## config.mk

```make
export PLATFORM = sky130hd
export DESIGN_NAME = stfm_ctrl
export DESIGN_NICKNAME = d
export VERILOG_FILES = /design/src/design/stfm_pkg.sv /design/src/design/stfm_ctrl.sv
export SDC_FILE = /design/constraint.sdc
export NUM_CORES = 1
export LEC_CHECK = 0
export ABC_AREA = 1
export BUFFER_PORTS_ARGS = -buffer_cell sky130_fd_sc_hd__buf_2
export CAP_MARGIN = 20
export CORE_MARGIN = 2
export CORE_UTILIZATION = 50
export CTS_CLUSTER_SIZE = 40
export DETAILED_ROUTE_END_ITERATION = 8
export PLACE_DENSITY = 0.77
export SLEW_MARGIN = 5
export SYNTH_ARGS = -nofsm -noshare
export SYNTH_HDL_FRONTEND = slang
export SYNTH_SLANG_ARGS = --single-unit
```

## constraint.sdc

```tcl
create_clock -name clk -period 2.2 [get_ports clk]
set_clock_uncertainty 0.1 [all_clocks]
set_input_delay 0.11 -clock clk [delete_from_list [all_inputs] [get_ports clk]]
set_output_delay 0.11 -clock clk [all_outputs]
set_load 0.01 [all_outputs]
```

## src/design/stfm_pkg.sv

```systemverilog
`default_nettype none
package stfm_pkg;

  localparam int BIN_W = 11;
  localparam int MAG_W = 16;
  localparam int TH_W  = 4;
  localparam int FH_W  = 5;
  localparam int CFG_W = 5;

  localparam logic CFG_TIME_SPAN = 1'b0;
  localparam logic CFG_FREQ_SPAN = 1'b1;

  typedef struct packed {
    logic clr;
    logic load;
    logic store;
    logic start_t;
    logic issue_t;
    logic start_f;
    logic issue_f;
    logic sort_clr;
    logic lat_t;
    logic lat_f;
    logic ld_out;
  } cmd_t;

  typedef struct packed {
    logic clr_last;
    logic bin_ok;
    logic cnt_last;
    logic out_free;
  } sts_t;

endpackage
`default_nettype wire

```

## src/design/stfm_ctrl.sv

```systemverilog
`default_nettype none
module stfm_ctrl (
  input  wire logic          clk,
  input  wire logic          rst_n,
  input  wire logic          in_fire,
  input  wire stfm_pkg::sts_t sts,
  output stfm_pkg::cmd_t     cmd,
  output logic               in_ready
);
  import stfm_pkg::*;

  typedef enum logic [8:0] {
    S_CLR  = 9'b000000001,
    S_IDLE = 9'b000000010,
    S_WR   = 9'b000000100,
    S_TRD  = 9'b000001000,
    S_TDR  = 9'b000010000,
    S_TLAT = 9'b000100000,
    S_FRD  = 9'b001000000,
    S_FDR  = 9'b010000000,
    S_OUT  = 9'b100000000
  } state_t;

  state_t state_r, state_nxt;

  always_ff @(posedge clk) begin
    if (!rst_n) begin
      state_r <= S_CLR;
    end else begin
      state_r <= state_nxt;
    end
  end

  assign in_ready = (state_r == S_IDLE);

  always_comb begin
    state_nxt = state_r;
    cmd       = '0;
    case (state_r)
      S_CLR: begin
        cmd.clr = 1'b1;
        if (sts.clr_last) state_nxt = S_IDLE;
      end
      S_IDLE: begin
        if (in_fire) begin
          cmd.load  = 1'b1;
          state_nxt = S_WR;
        end
      end
      S_WR: begin
        if (sts.bin_ok) begin
          cmd.store    = 1'b1;
          cmd.start_t  = 1'b1;
          cmd.sort_clr = 1'b1;
          state_nxt    = S_TRD;
        end else begin
          state_nxt = S_OUT;
        end
      end
      S_TRD: begin
        cmd.issue_t = 1'b1;
        if (sts.cnt_last) state_nxt = S_TDR;
      end
      S_TDR: state_nxt = S_TLAT;
      S_TLAT: begin
        cmd.lat_t    = 1'b1;
        cmd.start_f  = 1'b1;
        cmd.sort_clr = 1'b1;
        state_nxt    = S_FRD;
      end
      S_FRD: begin
        cmd.issue_f = 1'b1;
        if (sts.cnt_last) state_nxt = S_FDR;
      end
      S_FDR: begin
        state_nxt = S_OUT;
      end
      S_OUT: begin
        if (sts.out_free) begin
          cmd.ld_out = 1'b1;
          state_nxt  = S_IDLE;
        end
      end
      default: state_nxt = S_CLR;
    endcase
    if (state_r == S_OUT && sts.bin_ok && sts.out_free) cmd.lat_f = 1'b1;
  end

endmodule
`default_nettype wire

```

==> impl_metrics.tcl <==
set metrics [dict create \
    drtIter0Drc 22 \
    fin_nets 141 \
    cpMostUsedCell "nor2_4" \
    post_cts_buffers 0 \
    setup_tns_ns 0 \
    finalCritPeriodShare 0.804 \
    setup_viol 0 \
    fin_cells 148 \
    hold_viol 0 \
    synthCells 112 \
    cts_num_sinks 9 \
    crit_type "reg2out" \
    dp_hpwl_um 1260 \
    rsz0062_at_grt "false" \
    leakage_nw 0.464 \
    post_cts_resized 0 \
    grt_pass1_vias 601 \
    largest_reg_flops 9 \
    slowest_delay_ns 0.35 \
    timing.hold.ws_ns 0.0567 \
    gp_congestion 0.907 \
    min-delay-start "in_fire" \
    synth_cell_type_count 19 \
    clock_latency_ns 0.26 \
    cp-start-kind "register" \
    placed_area_um2 772 \
    path_cells "nor2_4 > nand2_2 > nor2_4 > nand4_1 > nor2_1 > or2_2 > buf_2" \
    synth_area_um2 678 \
    grt_max_degree 10 \
    reg_top3 "state_r (9)" \
    utilization 0.629 \
    layout_commonest_cell "inv_1" \
    period_needed_ns 1.77 \
    layout_common_cells "inv_1 (22), nand2_1 (20), nor2_1 (18), buf_2 (18), nand3_1 (10)" \
    cp_num_buf_inv 1 \
    drt_wl_total_um 1540 \
    antenna_left 0 \
    dieArea_um2 1670 \
    arrival_ns 1.56 \
    drive_gt1_frac 0.271 \
    r2r-start "state_r[2]$_SDFFE_PN0P_" \
    first_pass_iters 4 \
    largest_register "state_r" \
    avgSynthCellArea_um2 6.05 \
    synth_nets 119 \
    die_w_um 40.8 \
    seq_area_frac_synth 0.266 \
    max_clock_freq_mhz 565 \
    cp-end-kind "output pin" \
    clock_path_buffers 2 \
    clock-root-buffer "clkbuf_4" \
    rows 13 \
    yosysTopAreaCellShare 0.266 \
    synth_warnings 0 \
    grt_antenna_before_repair 0 \
    core_um2 1280 \
    hp-class "in2reg" \
    wl_per_cell_um 10.4 \
    cts_made_buffers 3 \
    area_growth_pct 19.2 \
    boundaryPins 19 \
    grt_pass1_wl_um 2440 \
    worst_path_max_delay_cell "dfxtp_1" \
    vias 765 \
    clk_pin_slew_ns 0.06 \
    start_util 0.528 \
    track_usage 0.229 \
    cts_tree "done" \
    worst_pin_slew_ns 0.351 \
    p_per_area_nw_per_um2 985 \
    yosysTopAreaCell "dfxtp_1" \
    post-route-drc-count 0 \
    crit_family "simple AND/OR/NAND/NOR gates" \
    h-tree-depth 1 \
    peakVddDrop_v 0.000529 \
    critPathMaxFanout 5 \
    synth_area_leaders "dfxtp_1 (27%), inv_1 (12%), nand2_1 (11%)" \
    slew_headroom 0.764 \
    required_ns 1.99 \
    status "finished clean" \
    vias_per_cell 5.17 \
    portBuffers 18 \
    place_inst 143 \
    worstSetupStartpoint "state_r[6]$_SDFFE_PN0P_" \
    slew_violations 0 \
    die_height_um 40.8 \
    ys_ff_latch 9 \
    overflow 0 \
    maxCapViolations 0 \
    design_area_um2 808 \
    n_antenna_cell 0 \
]
==> tightest hold or removal path, stage by stage <==
cell and delay, ns:
buf_2 0.09, inv_1 0.10, nor3_1 0.07
==> final cells by class <==
class | instances | area [um2]
fill | 117 | 477
multi-input combinational | 77 | 393
sequential | 9 | 180
timing repair buffer | 19 | 100
inverter | 24 | 90.1
clock buffer | 4 | 26.3
tap | 15 | 18.8
==> cells in the mapped netlist <==
cell type	count
a21oi_1	1
and2_1	1
and2_4	1
buf_4	2
dfxtp_1	9
inv_1	22
inv_2	2
nand2_1	20
nand2_2	5
nand3_1	10
nand3_4	1
nand4_1	3
nor2_1	18
nor2_2	2
nor2_4	3
nor3_1	7
o21ai_0	2
o31ai_1	2
or2_2	1
==> path summary, 6_finish.rpt <==
check                             to  slack, ns  depth (start not counted)
min          state_r[2]$_SDFFE_PN0P_       0.06                          3
max reg2reg  state_r[1]$_SDFFE_PN0P_       0.64                          9
min reg2reg  state_r[6]$_SDFFE_PN0P_       0.49                          4
max                           cmd[3]       0.43                          7
==> per-stage QoR <==
step	total power, mW	worst slack, ns
2_1_floorplan	0.566	0.775
3_3_place_gp	0.655	0.681
3_5_place_dp	0.666	0.671
4_1_cts	0.796	0.397
5_1_grt	0.873	0.223
6_report	0.796	0.430
==> what timing repair did <==
item                                    4_1_cts  5_1_grt
endpoints found under the setup margin        0        0
hold endpoints to repair                      1        0
hold buffers                                  1        0
==> where the power goes <==
group	total [mW]	switching, mW	leakage [nW]	internal [mW]
clock network	0.130	0.0598	0.0150	0.0700
registers	0.243	0.0454	0.0734	0.197
logic	0.424	0.275	0.376	0.149
total	0.796	0.380	0.464	0.416
==> routing by layer <==
metal | up-vias | share of wire | GRT usage
met2 | 46 | 0.45 | 0.355
met4 | 0 | 0.026 | 0.133
li1 | 387 | - | -
met3 | 7 | 0.12 | 0.0598
met5 | - | 0 | 0
met1 | 325 | 0.40 | 0.281
==> cell families after synthesis <==
| logic type | after synthesis | share of synthesized area |
|---|---|---|
| and+or+nand+nor | 72 | 0.535 |
| buffers and inverters | 26 | 0.155 |
| DFF | 9 | 0.266 |
| AOI/OAI and AO/OA | 5 | 0.0443 |
(Power assumes the default switching activity.)
